[src/hdl/lei_pkg.sv]
// lorenz euler integrator: shared types, register map and the step program
`default_nettype none
package lei_pkg;

  // fixed formats of the register fields
  localparam int CFG_W       = 28;
  localparam int CFG_FRAC    = 20;
  localparam int DT_W        = 16;
  localparam int DT_FRAC     = 24;
  localparam int STEP_W      = 16;
  localparam int OUT_COORD_W = 32;
  localparam int MUL_DIGIT_W = 16;

  // register map, index = paddr[4:2]
  localparam int CFG_ADDR_W = 5;
  localparam int CFG_IDX_W  = 3;
  localparam logic [CFG_IDX_W-1:0] REG_SIGMA = 3'd0;
  localparam logic [CFG_IDX_W-1:0] REG_RHO   = 3'd1;
  localparam logic [CFG_IDX_W-1:0] REG_BETA  = 3'd2;
  localparam logic [CFG_IDX_W-1:0] REG_DT    = 3'd3;
  localparam logic [CFG_IDX_W-1:0] REG_START = 3'd4;
  localparam logic [CFG_IDX_W-1:0] REG_STEPS = 3'd5;

  localparam logic [CFG_W-1:0]  SIGMA_RST = 28'd10485760;
  localparam logic [CFG_W-1:0]  RHO_RST   = 28'd29360128;
  localparam logic [CFG_W-1:0]  BETA_RST  = 28'd2796134;
  localparam logic [DT_W-1:0]   DT_RST    = 16'd16777;
  localparam logic [CFG_W-1:0]  START_RST = 28'd1048576;
  localparam logic [STEP_W-1:0] STEPS_RST = 16'd50000;

  typedef enum logic [2:0] {
    OP_WAIT,
    OP_SUB,
    OP_ADD,
    OP_MUL,
    OP_EMIT
  } op_t;

  typedef enum logic [3:0] {
    SEL_X,
    SEL_Y,
    SEL_Z,
    SEL_T0,
    SEL_T1,
    SEL_T2,
    SEL_T3,
    SEL_SG,
    SEL_RH,
    SEL_BT,
    SEL_DT
  } sel_t;

  localparam int PC_W = 4;
  localparam logic [PC_W-1:0] PC_WAIT = 4'd0;

  typedef struct packed {
    op_t             op;
    sel_t            dst;
    sel_t            src_a;
    sel_t            src_b;
    logic            dt_shift;
    logic [PC_W-1:0] target;
  } uword_t;

  typedef struct packed {
    logic start;
    logic dt_shift;
  } mul_ctl_t;

  typedef struct packed {
    logic idle;
    logic done;
  } mul_sts_t;

  // one euler step: derivatives first, then the three updates
  function automatic uword_t ucode(input logic [PC_W-1:0] pc);
    uword_t w;
    case (pc)
      4'd0:    w = '{OP_WAIT, SEL_X,  SEL_X,  SEL_X,  1'b0, PC_WAIT};
      4'd1:    w = '{OP_SUB,  SEL_T0, SEL_Y,  SEL_X,  1'b0, PC_WAIT};
      4'd2:    w = '{OP_MUL,  SEL_T0, SEL_SG, SEL_T0, 1'b0, PC_WAIT};
      4'd3:    w = '{OP_SUB,  SEL_T1, SEL_RH, SEL_Z,  1'b0, PC_WAIT};
      4'd4:    w = '{OP_MUL,  SEL_T1, SEL_X,  SEL_T1, 1'b0, PC_WAIT};
      4'd5:    w = '{OP_SUB,  SEL_T1, SEL_T1, SEL_Y,  1'b0, PC_WAIT};
      4'd6:    w = '{OP_MUL,  SEL_T2, SEL_X,  SEL_Y,  1'b0, PC_WAIT};
      4'd7:    w = '{OP_MUL,  SEL_T3, SEL_BT, SEL_Z,  1'b0, PC_WAIT};
      4'd8:    w = '{OP_SUB,  SEL_T2, SEL_T2, SEL_T3, 1'b0, PC_WAIT};
      4'd9:    w = '{OP_MUL,  SEL_T0, SEL_DT, SEL_T0, 1'b1, PC_WAIT};
      4'd10:   w = '{OP_ADD,  SEL_X,  SEL_X,  SEL_T0, 1'b0, PC_WAIT};
      4'd11:   w = '{OP_MUL,  SEL_T1, SEL_DT, SEL_T1, 1'b1, PC_WAIT};
      4'd12:   w = '{OP_ADD,  SEL_Y,  SEL_Y,  SEL_T1, 1'b0, PC_WAIT};
      4'd13:   w = '{OP_MUL,  SEL_T2, SEL_DT, SEL_T2, 1'b1, PC_WAIT};
      4'd14:   w = '{OP_ADD,  SEL_Z,  SEL_Z,  SEL_T2, 1'b0, PC_WAIT};
      4'd15:   w = '{OP_EMIT, SEL_X,  SEL_X,  SEL_X,  1'b0, PC_WAIT};
      default: w = '{OP_WAIT, SEL_X,  SEL_X,  SEL_X,  1'b0, PC_WAIT};
    endcase
    return w;
  endfunction

endpackage
`default_nettype wire

[src/hdl/lorenz_euler_integrator.sv]
// lorenz euler integrator: one explicit euler step of the lorenz system per input word
// in_tready is high only while the step program waits, so a new word is taken only after the
// previous step has been emitted; the emit stalls while a held word is not taken by out_tready
// the multiplier is shared: seven products per step, 16 bits of one operand per cycle after
// a load step and before a round/saturate step; adds and subtracts use the saturating alu
// reset: registers take their default values, the point is 1.0 on every axis, step count zero
`default_nettype none
module lorenz_euler_integrator import lei_pkg::*; #(
  parameter int COORD_WIDTH = 32,
  parameter int FRAC_BITS   = 20
) (
  input  wire                  clk,
  input  wire                  rst_n,
  // in_tdata: [0] restart, [7:1] zero
  input  wire                  in_tvalid,
  output logic                 in_tready,
  input  wire  [7:0]           in_tdata,
  // out_tdata: [31:0] coord_x, [63:32] coord_y, [95:64] coord_z, [111:96] step_index
  output logic                 out_tvalid,
  input  wire                  out_tready,
  output logic [111:0]         out_tdata,
  output logic                 out_tlast,
  input  wire                  cfg_psel,
  input  wire                  cfg_penable,
  input  wire                  cfg_pwrite,
  input  wire  [CFG_ADDR_W-1:0] cfg_paddr,
  input  wire  [31:0]          cfg_pwdata,
  output logic [31:0]          cfg_prdata,
  output logic                 cfg_pready
);

  localparam int CW      = COORD_WIDTH;
  localparam int CFG_LSH = (FRAC_BITS >= CFG_FRAC) ? FRAC_BITS - CFG_FRAC : 0;
  localparam int CFG_RSH = (FRAC_BITS < CFG_FRAC) ? CFG_FRAC - FRAC_BITS : 0;
  localparam int EXT_W   = CFG_W + CFG_LSH;
  localparam int SAT_W   = ((EXT_W > CW) ? EXT_W : CW) + 1;

  localparam logic [CW-1:0] C_MAX   = {1'b0, {(CW-1){1'b1}}};
  localparam logic [CW-1:0] C_MIN   = {1'b1, {(CW-1){1'b0}}};
  localparam logic [CW-1:0] ONE_RST = CW'(1) << FRAC_BITS;

  // configuration registers
  logic [CFG_W-1:0]  sigma_r, rho_r, beta_r, start_r;
  logic [DT_W-1:0]   dt_r;
  logic [STEP_W-1:0] steps_r;

  // datapath
  logic signed [CW-1:0] x_r, y_r, z_r, x_nxt, y_nxt, z_nxt;
  logic signed [CW-1:0] t0_r, t1_r, t2_r, t3_r, t0_nxt, t1_nxt, t2_nxt, t3_nxt;
  logic [STEP_W-1:0]    cnt_r, cnt_nxt;
  logic [PC_W-1:0]      pc_r, pc_nxt;

  logic                 out_valid_r, out_valid_nxt;
  logic [111:0]         out_data_r, out_data_nxt;
  logic                 out_last_r, out_last_nxt;

  uword_t               uw;
  logic signed [CW-1:0] sg_v, rh_v, bt_v, s0_v, dt_v;
  logic signed [CW-1:0] opa, opb, alu_res, wr_val, mul_res;
  logic [CW:0]          alu_sum;
  logic                 accept, reload, emit_go, adv, wr;
  logic [STEP_W-1:0]    len, cnt_inc;
  logic                 cfg_wr;
  mul_ctl_t             mul_ctl;
  mul_sts_t             mul_sts;

  // register field to coordinate format, floor on right shift, saturate
  function automatic logic signed [CW-1:0] cfg_to_coord(input logic signed [CFG_W-1:0] raw);
    logic signed [SAT_W-1:0] v;
    logic [SAT_W-CW:0]       hi;
    v  = (SAT_W'(raw) <<< CFG_LSH) >>> CFG_RSH;
    hi = v[SAT_W-1:CW-1];
    if ((&hi) || !(|hi)) begin
      return v[CW-1:0];
    end
    return v[SAT_W-1] ? C_MIN : C_MAX;
  endfunction

  assign sg_v = cfg_to_coord(sigma_r);
  assign rh_v = cfg_to_coord(rho_r);
  assign bt_v = cfg_to_coord(beta_r);
  assign s0_v = cfg_to_coord(start_r);
  assign dt_v = CW'(dt_r);

  // configuration port
  assign cfg_pready = 1'b1;
  assign cfg_wr     = cfg_psel && cfg_penable && cfg_pwrite;

  always_ff @(posedge clk) begin
    if (!rst_n) begin
      sigma_r <= SIGMA_RST;
      rho_r   <= RHO_RST;
      beta_r  <= BETA_RST;
      dt_r    <= DT_RST;
      start_r <= START_RST;
      steps_r <= STEPS_RST;
    end else if (cfg_wr) begin
      case (cfg_paddr[CFG_ADDR_W-1:2])
        REG_SIGMA: sigma_r <= cfg_pwdata[CFG_W-1:0];
        REG_RHO:   rho_r   <= cfg_pwdata[CFG_W-1:0];
        REG_BETA:  beta_r  <= cfg_pwdata[CFG_W-1:0];
        REG_DT:    dt_r    <= cfg_pwdata[DT_W-1:0];
        REG_START: start_r <= cfg_pwdata[CFG_W-1:0];
        REG_STEPS: steps_r <= cfg_pwdata[STEP_W-1:0];
        default: begin
        end
      endcase
    end
  end

  always_comb begin
    case (cfg_paddr[CFG_ADDR_W-1:2])
      REG_SIGMA: cfg_prdata = 32'(sigma_r);
      REG_RHO:   cfg_prdata = 32'(rho_r);
      REG_BETA:  cfg_prdata = 32'(beta_r);
      REG_DT:    cfg_prdata = 32'(dt_r);
      REG_START: cfg_prdata = 32'(start_r);
      REG_STEPS: cfg_prdata = 32'(steps_r);
      default:   cfg_prdata = '0;
    endcase
  end

  // sequencer
  assign uw        = ucode(pc_r);
  assign in_tready = (uw.op == OP_WAIT);
  assign accept    = in_tvalid && in_tready;
  assign len       = (steps_r == '0) ? STEP_W'(1) : steps_r;
  assign reload    = in_tdata[0] || (cnt_r >= len);
  assign emit_go   = (uw.op == OP_EMIT) && (!out_valid_r || out_tready);
  assign cnt_inc   = cnt_r + 1'b1;

  always_comb begin
    case (uw.src_a)
      SEL_X:   opa = x_r;
      SEL_Y:   opa = y_r;
      SEL_Z:   opa = z_r;
      SEL_T0:  opa = t0_r;
      SEL_T1:  opa = t1_r;
      SEL_T2:  opa = t2_r;
      SEL_T3:  opa = t3_r;
      SEL_SG:  opa = sg_v;
      SEL_RH:  opa = rh_v;
      SEL_BT:  opa = bt_v;
      SEL_DT:  opa = dt_v;
      default: opa = '0;
    endcase
    case (uw.src_b)
      SEL_X:   opb = x_r;
      SEL_Y:   opb = y_r;
      SEL_Z:   opb = z_r;
      SEL_T0:  opb = t0_r;
      SEL_T1:  opb = t1_r;
      SEL_T2:  opb = t2_r;
      SEL_T3:  opb = t3_r;
      SEL_SG:  opb = sg_v;
      SEL_RH:  opb = rh_v;
      SEL_BT:  opb = bt_v;
      SEL_DT:  opb = dt_v;
      default: opb = '0;
    endcase
  end

  // saturating add or subtract, one guard bit
  always_comb begin
    if (uw.op == OP_ADD) begin
      alu_sum = {opa[CW-1], opa} + {opb[CW-1], opb};
    end else begin
      alu_sum = {opa[CW-1], opa} - {opb[CW-1], opb};
    end
    if (alu_sum[CW] != alu_sum[CW-1]) begin
      alu_res = alu_sum[CW] ? C_MIN : C_MAX;
    end else begin
      alu_res = alu_sum[CW-1:0];
    end
  end

  assign mul_ctl.start    = (uw.op == OP_MUL) && mul_sts.idle;
  assign mul_ctl.dt_shift = uw.dt_shift;

  lei_mul #(
    .COORD_WIDTH (COORD_WIDTH),
    .FRAC_BITS   (FRAC_BITS)
  ) u_mul (
    .clk   (clk),
    .rst_n (rst_n),
    .ctl   (mul_ctl),
    .a     (opa),
    .b     (opb),
    .sts   (mul_sts),
    .res   (mul_res)
  );

  always_comb begin
    adv = 1'b0;
    wr  = 1'b0;
    case (uw.op)
      OP_WAIT: adv = accept;
      OP_SUB,
      OP_ADD: begin
        adv = 1'b1;
        wr  = 1'b1;
      end
      OP_MUL: begin
        adv = mul_sts.done;
        wr  = mul_sts.done;
      end
      OP_EMIT: adv = emit_go;
      default: adv = 1'b1;
    endcase
    if (!adv) begin
      pc_nxt = pc_r;
    end else if (uw.op == OP_EMIT) begin
      pc_nxt = uw.target;
    end else begin
      pc_nxt = pc_r + 1'b1;
    end
  end

  assign wr_val = (uw.op == OP_MUL) ? mul_res : alu_res;

  always_comb begin
    x_nxt   = x_r;
    y_nxt   = y_r;
    z_nxt   = z_r;
    t0_nxt  = t0_r;
    t1_nxt  = t1_r;
    t2_nxt  = t2_r;
    t3_nxt  = t3_r;
    cnt_nxt = cnt_r;
    // restart or end of run loads the start point before stepping
    if (accept && reload) begin
      x_nxt   = s0_v;
      y_nxt   = s0_v;
      z_nxt   = s0_v;
      cnt_nxt = '0;
    end
    if (wr) begin
      case (uw.dst)
        SEL_X:   x_nxt  = wr_val;
        SEL_Y:   y_nxt  = wr_val;
        SEL_Z:   z_nxt  = wr_val;
        SEL_T0:  t0_nxt = wr_val;
        SEL_T1:  t1_nxt = wr_val;
        SEL_T2:  t2_nxt = wr_val;
        SEL_T3:  t3_nxt = wr_val;
        default: begin
        end
      endcase
    end
    if (emit_go) begin
      cnt_nxt = cnt_inc;
    end
  end

  // output register, holds a word until taken
  always_comb begin
    out_valid_nxt = out_valid_r && !out_tready;
    out_data_nxt  = out_data_r;
    out_last_nxt  = out_last_r;
    if (emit_go) begin
      out_valid_nxt = 1'b1;
      out_data_nxt  = {cnt_r, OUT_COORD_W'(z_r), OUT_COORD_W'(y_r), OUT_COORD_W'(x_r)};
      out_last_nxt  = (cnt_inc >= len);
    end
  end

  always_ff @(posedge clk) begin
    if (!rst_n) begin
      pc_r        <= PC_WAIT;
      x_r         <= ONE_RST;
      y_r         <= ONE_RST;
      z_r         <= ONE_RST;
      cnt_r       <= '0;
      out_valid_r <= 1'b0;
    end else begin
      pc_r        <= pc_nxt;
      x_r         <= x_nxt;
      y_r         <= y_nxt;
      z_r         <= z_nxt;
      cnt_r       <= cnt_nxt;
      out_valid_r <= out_valid_nxt;
    end
  end

  always_ff @(posedge clk) begin
    t0_r       <= t0_nxt;
    t1_r       <= t1_nxt;
    t2_r       <= t2_nxt;
    t3_r       <= t3_nxt;
    out_data_r <= out_data_nxt;
    out_last_r <= out_last_nxt;
  end

  assign out_tvalid = out_valid_r;
  assign out_tdata  = out_data_r;
  assign out_tlast  = out_last_r;

endmodule
`default_nettype wire

[src/hdl/lei_mul.sv]
// lorenz euler integrator: digit-serial signed multiply with floor shift and saturation
`default_nettype none
module lei_mul import lei_pkg::*; #(
  parameter int COORD_WIDTH = 32,
  parameter int FRAC_BITS   = 20
) (
  input  wire                            clk,
  input  wire                            rst_n,
  input  wire mul_ctl_t                  ctl,
  input  wire logic signed [COORD_WIDTH-1:0] a,
  input  wire logic signed [COORD_WIDTH-1:0] b,
  output mul_sts_t                       sts,
  output logic signed [COORD_WIDTH-1:0]  res
);

  localparam int NDIG  = (COORD_WIDTH + MUL_DIGIT_W - 1) / MUL_DIGIT_W;
  localparam int MB_W  = NDIG * MUL_DIGIT_W;
  localparam int PW    = 2 * COORD_WIDTH;
  localparam int PP_W  = COORD_WIDTH + MUL_DIGIT_W;
  localparam int CNT_W = $clog2(NDIG);

  localparam logic [COORD_WIDTH-1:0] C_MAX = {1'b0, {(COORD_WIDTH-1){1'b1}}};
  localparam logic [COORD_WIDTH-1:0] C_MIN = {1'b1, {(COORD_WIDTH-1){1'b0}}};

  typedef enum logic [2:0] {
    PH_IDLE = 3'b001,
    PH_RUN  = 3'b010,
    PH_FIN  = 3'b100
  } phase_t;

  phase_t                 phase_r, phase_nxt;
  logic [CNT_W-1:0]       cnt_r, cnt_nxt;
  logic [COORD_WIDTH-1:0] ma_r, ma_nxt;
  logic [MB_W-1:0]        mb_r, mb_nxt;
  logic [PW-1:0]          acc_r, acc_nxt;
  logic                   neg_r, neg_nxt;
  logic                   sh_r, sh_nxt;

  logic [PP_W-1:0]        pp;
  logic [PW-1:0]          shifted;
  logic [PW-1:0]          q;
  logic                   rem;
  logic                   ovf;

  function automatic logic [COORD_WIDTH-1:0] mag(input logic [COORD_WIDTH-1:0] v);
    return v[COORD_WIDTH-1] ? COORD_WIDTH'(~v + 1'b1) : v;
  endfunction

  assign pp = PP_W'(ma_r) * PP_W'(mb_r[MB_W-1 -: MUL_DIGIT_W]);

  always_comb begin
    phase_nxt = phase_r;
    cnt_nxt   = cnt_r;
    ma_nxt    = ma_r;
    mb_nxt    = mb_r;
    acc_nxt   = acc_r;
    neg_nxt   = neg_r;
    sh_nxt    = sh_r;
    case (phase_r)
      PH_IDLE: begin
        if (ctl.start) begin
          ma_nxt    = mag(a);
          mb_nxt    = MB_W'(mag(b));
          neg_nxt   = a[COORD_WIDTH-1] ^ b[COORD_WIDTH-1];
          sh_nxt    = ctl.dt_shift;
          acc_nxt   = '0;
          cnt_nxt   = CNT_W'(NDIG - 1);
          phase_nxt = PH_RUN;
        end
      end
      PH_RUN: begin
        // most significant digit first
        acc_nxt = (acc_r << MUL_DIGIT_W) + PW'(pp);
        mb_nxt  = mb_r << MUL_DIGIT_W;
        if (cnt_r == '0) begin
          phase_nxt = PH_FIN;
        end else begin
          cnt_nxt = cnt_r - 1'b1;
        end
      end
      PH_FIN: begin
        phase_nxt = PH_IDLE;
      end
      default: begin
        phase_nxt = PH_IDLE;
      end
    endcase
  end

  // floor of a negative product: round the magnitude up
  always_comb begin
    shifted = sh_r ? (acc_r >> DT_FRAC) : (acc_r >> FRAC_BITS);
    rem     = sh_r ? (|acc_r[DT_FRAC-1:0]) : (|acc_r[FRAC_BITS-1:0]);
    q       = shifted + PW'(neg_r & rem);
    ovf     = |q[PW-1:COORD_WIDTH-1];
    if (neg_r) begin
      res = ovf ? C_MIN : COORD_WIDTH'(~q[COORD_WIDTH-1:0] + 1'b1);
    end else begin
      res = ovf ? C_MAX : q[COORD_WIDTH-1:0];
    end
  end

  assign sts.idle = (phase_r == PH_IDLE);
  assign sts.done = (phase_r == PH_FIN);

  always_ff @(posedge clk) begin
    if (!rst_n) begin
      phase_r <= PH_IDLE;
    end else begin
      phase_r <= phase_nxt;
    end
  end

  always_ff @(posedge clk) begin
    cnt_r <= cnt_nxt;
    ma_r  <= ma_nxt;
    mb_r  <= mb_nxt;
    acc_r <= acc_nxt;
    neg_r <= neg_nxt;
    sh_r  <= sh_nxt;
  end

endmodule
`default_nettype wire
[config.mk]
export PLATFORM = sky130hd
export DESIGN_NAME = lorenz_euler_integrator
export DESIGN_NICKNAME = d
export VERILOG_FILES = /design/src/hdl/lei_pkg.sv /design/src/hdl/lorenz_euler_integrator.sv /design/src/hdl/lei_mul.sv
export SDC_FILE = /design/constraint.sdc
export NUM_CORES = 2
export LEC_CHECK = 0
export BUFFER_PORTS_ARGS = -buffer_cell sky130_fd_sc_hd__buf_2
export CAP_MARGIN = 30
export CORE_AREA = 2 2 323 565
export DETAILED_ROUTE_END_ITERATION = 12
export DIE_AREA = 0 0 325 567
export GPL_TIMING_DRIVEN = 0
export SYNTH_ARGS = -nofsm -noshare
export SYNTH_HDL_FRONTEND = slang
export SYNTH_HIERARCHICAL = 1
export SYNTH_SLANG_ARGS = --single-unit
[constraint.sdc]
create_clock -name clk -period 9.6 [get_ports clk]
set_clock_uncertainty 0.1 [all_clocks]
set_input_delay 2.88 -clock clk [delete_from_list [all_inputs] [get_ports clk]]
set_output_delay 2.88 -clock clk [all_outputs]
set_load 0.01 [all_outputs]
* Word level (Yosys, flattened, before mapping) *
Memory sizes are Yosys's and may differ from the RTL's. A register that Yosys moved wholly into a read port is not among the register bits.
Cells that the tools add are included.
Widths: inputs -> output; s select.

operators by class
  reduce and logical (&&, ||, !) cells = 36
  magnitude comparators = 2
  $mul = 1
  equal/unequal tests = 41
  multiplexer cells = 42
  bitwise logic cells = 5
  add/subtract/negate cells = 10

operator list
  cell                   number
  $pmux 32 s11           2
  $mux 32                17
  $pmux 28 s6            1
  $pmux 64 s2            1
  $add 32x1->32 const B  3
  $not 32->32            3
  $add 64x48->64         1
  $add 64x64->64         1
  $mux 64                1
  $pmux 32 s2            1
  $mul 32x16->48         1
  $mux 16                3
  $eq 4x3->1 const B     11
  $mux 44                1
  $add 32x32->33         1
  $mux 33                1
  $reduce_or 33->1       1
  $sub 32x32->33         1
  $ge 16x16->1           2
  $mux 31                1
  $reduce_and 2->1       13
  $eq 4x2->1 const B     6
  $eq 4x4->1 const B     6
  $reduce_or 24->1       1
  26 further kinds       57

word-level totals
  output and inout bits = 148
  bits in registers = 636
  logic and storage cells = 164
  bits of input ports = 52
  bits in read-only memories = 224
  memories = 1

memory list
  name              words  bits a word  read ports  clocked after Yosys merged registers in  write ports  line           text
  (name not given)  16     14           1           1                                        0            lei_pkg.sv:78  case (pc)

* Logic depth before layout (Yosys ltp) *
  depth in word-level cells = 11
  gate-level depth with buffers = 29
  mapped depth without buffers = 23

* Modules after synthesis *
The synthesis kept the hierarchy.

modules (own cells, without submodules)
  module                   area each (µm²)  seq. area each (µm²)  times used  cells each
  lorenz_euler_integrator  27,948.1         12,742.2              1           2,934
  lei_mul                  27,461.3         3,993.8               1           3,141

* Worst setup path after synthesis *
OpenSTA, ideal clock, no wires.

  kind = input -> register
  start = in out_tready
  end = reg out_data_r[0] (netlist: out_tdata[0]) (enable)
  slack = 2,321 ps
  required time = 8,979 ps
  path buffers = 1
  setup time = 521 ps
  stages on the path = 4
  arrival = 6,658 ps
  path through = nand2b_1 nand3_1 clkinv_1 clkbuf_1

on the way
  word-level cells in the longest chain between the ends = 2

ends and longest elaborated chain
  what                    line                            text
  start: declaration      lorenz_euler_integrator.sv:20   input wire out_tready,
  $logic_or 1x1->1        lorenz_euler_integrator.sv:129  assign emit_go = (uw.op == OP_EMIT) && (!out_valid_r || out_tready);
  $logic_and 1x1->1       lorenz_euler_integrator.sv:129
  named net emit_go       lorenz_euler_integrator.sv:61   logic accept, reload, emit_go, adv, wr;
  end signal: assignment  lorenz_euler_integrator.sv:290  out_data_r <= out_data_nxt;
  end: declaration        lorenz_euler_integrator.sv:54   logic [111:0] out_data_r, out_data_nxt;

The timed path passes the listed nets, and every way through them passes these cells.
A chain may end at the register's enable or synchronous reset.

* Worst setup path after layout *
  start = reg, netlist name uw[7]
  end = reg t0_r[0], data pin

on the way
  word-level cells in the longest chain between the ends = 7
  elaborated cells between the ends (all ways) = 19
  classes of those cells = 2 x add/sub; 11 x eq/ne; 5 x mux; 1 x reduce/logical

ends and longest elaborated chain
  what                                                     line                                                            text
  $eq 4x4->1 (tied with other cells)                       lorenz_euler_integrator.sv:147                                  case (uw.src_b)
  $pmux 32 s11 (*)                                         lorenz_euler_integrator.sv:147
  $sub 32x32->33 / $add 32x32->33 (equally long branches)  lorenz_euler_integrator.sv:168, lorenz_euler_integrator.sv:166
  $mux 33 (*)                                              lorenz_euler_integrator.sv:165                                  if (uw.op == OP_ADD) begin
  $mux 32 / $ne 1x1->1 (equally long branches)             lorenz_euler_integrator.sv:171, lorenz_euler_integrator.sv:170
  $mux 32 (*)                                              lorenz_euler_integrator.sv:170                                  if (alu_sum[CW] != alu_sum[CW-1]) begin
  $mux 32 (*)                                              lorenz_euler_integrator.sv:219                                  assign wr_val = (uw.op == OP_MUL) ? mul_res : alu_res;
  named net wr_val[0]                                      lorenz_euler_integrator.sv:59                                   logic signed [CW-1:0] opa, opb, alu_res, wr_val, mul_res;
  end signal: assignment                                   lorenz_euler_integrator.sv:286                                  t0_r <= t0_nxt;
  end: declaration                                         lorenz_euler_integrator.sv:49                                   logic signed [CW-1:0] t0_r, t1_r, t2_r, t3_r, t0_nxt, t1_nxt, t2_nxt, t3_nxt;

Mark *: on every way through the listed nets, which the timed path passes. The rest lies on a longest branch.

==> flow_summary.toml <==
[critical_path]
r2r_slack_ps = 110
r2r_end = "t0_r[0]"
cp.arrival_ps = 9650
crit_type = "register to register"
crit_start = "uw[7]"
setup.worst_path.end = "t0_r[0]"
ff2ff_path_depth = 24
start_kind = "register"
path_max_fanout = 10
rr_startpoint = "uw[7]"
cp-end-kind = "register"
cp.required_ps = 9760

[sta]
fin_ws_ps = 112.7
slew_headroom_pct = 26.50
fmax_ghz = 0.1054
finalHoldViolCount = 0
post-route-period-util_pct = 98.83
setup_viol = 0
fin_tns_setup_ps = 0
rsz0062_at_grt = "no"
fin_crit_ps = 9487
drv_slew = 0
tightest_slew_ps = 1100

[yosys]
ys_ff_latch = 650
ys_types = 121
ys_seq_area_share_pct = 30.20
synth_cells = 6075
synth_top_cells_by_area = "edfxtp_1 (20%), fa_1 (16%), dfxtp_1 (10%)"
yosysWarnings = 6
synth.top_cell.area_share_pct = 20.16
synth_largest_area_cell = "edfxtp_1"
synthFlopType = "edfxtp_1"
synth_area_per_cell_um2 = 9.121
ys_async_sr_fraction_pct = 0
synth_edf_count = 372
netlist_area_um2 = 55410

[clocking]
cts_buffer_depth = 3
clock-sinks = 650
cts_tree = "built"
insertion_delay_ps = 700
path_clk_slew_ps = 60
hold_buffers = 0
root_buffer = "clkbuf_16"
cts_made_buffers = 67
htreeDepth = 3

[run_status]
run_status = "completed"

[flow_run]
maxCapViolCount = 0

[global_routing]
grt-ovfl-total = 0
track_usage_pct = 31.01
met2_usage_pct = 54.71
use_met3_pct = 5.557
grt_pass1_wl_um = 401500
grtUsageMet1_pct = 28.16
grt_busiest_layer = "met2"
antenna_found_initial = 18
grt_pass1_vias = 52570
grt_max_degree = 64

[floorplanning]
die_w_um = 325
rows = 206
io_pins = 200
initial_utilization_pct = 30.84
die_h_um = 567
core-area_um2 = 179700
die_area_um2 = 184300

[place]
port_buffers = 181
gp_congestion = 1.092
pre_cts_ws_ps = -1076
post-dp-hpwl_um = 238700

[finish]
drive_gt1_share_pct = 10.32
multiInputGateArea_um2 = 34680
final_cell_mix = "nand2_1 (941), inv_1 (640), fa_1 (451)"
n_fill_cell = 18630
area_growth_pct = 13.68
mostFrequentLayoutCell = "nand2_1"
fin_nets = 7145
register_area_um2 = 16740

[routing]
vias = 50980
viasPerCell = 5.737
firstDrtPassIters = 9
drt-total-wl_um = 291000
post-route-drc-count = 0
drt-initial-drc-count = 4413
ant_nets = 0
wl_per_cell_um = 32.75

[hold_path]
hold_path_class = "register to register"
## kinds of logic after synthesis
family,Yosys count,share of synthesized area [%]
AND/OR/NAND/NOR,2009,17.41
adder cells (fa/ha/maj),667,21.17
buffers and inverters,1023,7.411
flip-flops,650,30.20
XOR/XNOR,208,3.288
other,2,0.01355
multiplexers,218,4.893
AO/OA/AOI/OAI,1298,15.61
## synthesized netlist by cell type, types with 62 or more instances
library cell	number
nand2_1	942
inv_1	641
fa_1	451
edfxtp_1	372
a21oi_1	312
dfxtp_1	278
clkbuf_1	274
o21ai_0	249
and2_1	239
nor2_1	235
ha_1	216
a22oi_1	170
nand3_1	156
xnor2_1	120
mux2i_1	104
o22ai_1	101
xor2_1	88
nor3_1	87
mux2_2	74
nand4_1	62
## layout make-up
cell class	count	share of cell area, %
Tap cell	2392	4.752
Clock buffer	82	2.851
Inverter	648	3.862
Sequential cell	650	26.57
Buffer	375	2.682
Clock inverter	41	0.7310
Multi-Input combinational cell	4405	55.06
Timing Repair Buffer	279	3.439
Antenna cell	14	0.05562
## metrics by stage
stage | std cells | area [um^2] | util, % | hold slack [ps]
2_1_floorplan | 6078 | 55420 | - | 285.5
3_3_place_gp | 8651 | 59320 | 33.02 | 323.9
4_1_cts | 8853 | 62730 | 34.92 | 365.9
6_report | 8886 | 62990 | 35.06 | 357.2
3_5_place_dp | 8725 | 60370 | 33.61 | 342.8
5_1_grt | 8873 | 62950 | 35.04 | 361.4
## critical path: stages (launching register included)
cell and delay, ps:
dfxtp_1 760, buf_2 370, inv_2 180, buf_2 340
buf_1 500, a221oi_1 420, o22a_1 410, ha_1 320
nand4b_1 400, nor3_4 450, and3b_1 360, a21oi_1 120
xor2_1 180, ha_1 360, a21o_1 190, a21o_1 170
a21oi_1 420, o41ai_2 230, o21ai_0 580, a221oi_1 310
nand3_1 200, mux2i_4 90, buf_12 160, nor2_2 770
a21boi_0 600
## timing repair
item | in CTS | in global routing
resized for setup | 13 | 2
endpoints found under the hold margin | 0 | 0
gates cloned | 0 | 0
endpoints found under the setup margin | 211 | 109
buffers inserted | 5 | 0
pin swaps | 0 | 0
## layer usage
| layer | up-vias | part of all wire, % |
|---|---|---|
| met2 | 2759 | 50 |
| met1 | 25260 | 30 |
| met4 | 8 | 14 |
| met3 | 1205 | 5.9 |
| met5 | - | 0.013 |
| li1 | 21740 | - |
## worst min path at each step
stage | depth (start not counted) | slack, ps | end | start
floorplan | 0 | 290 | u_mul/sh_r | uw[4]
global placement | 0 | 320 | u_mul/sh_r | uw[4]
detailed placement | 1 | 340 | u_mul/phase_r[2] | u_mul/cnt_r
CTS | 0 | 370 | u_mul/sh_r | uw[4]
global route | 0 | 360 | u_mul/sh_r | uw[4]
finish | 0 | 360 | u_mul/sh_r | uw[4]
## sequential cells by signal (all words and copies together) (netlist names), 3 cells and up
signal / cells
steps_r: 16
beta_r: 28
cnt_r: 16
t0_r: 32
rho_r: 28
u_mul/mb_r: 32
t2_r: 32
pc_r: 4
t1_r: 32
y_r: 32
x_r: 32
u_mul/acc_r: 64
start_r: 28
out_tdata: 112
dt_r: 16
uw: 14
z_r: 32
t3_r: 32
sigma_r: 28
u_mul/ma_r: 32
u_mul/phase_r: 3
Power is left out: the tool's default activity adds up to more than one toggle a clock period on the data nets, which glitch-free logic cannot reach.
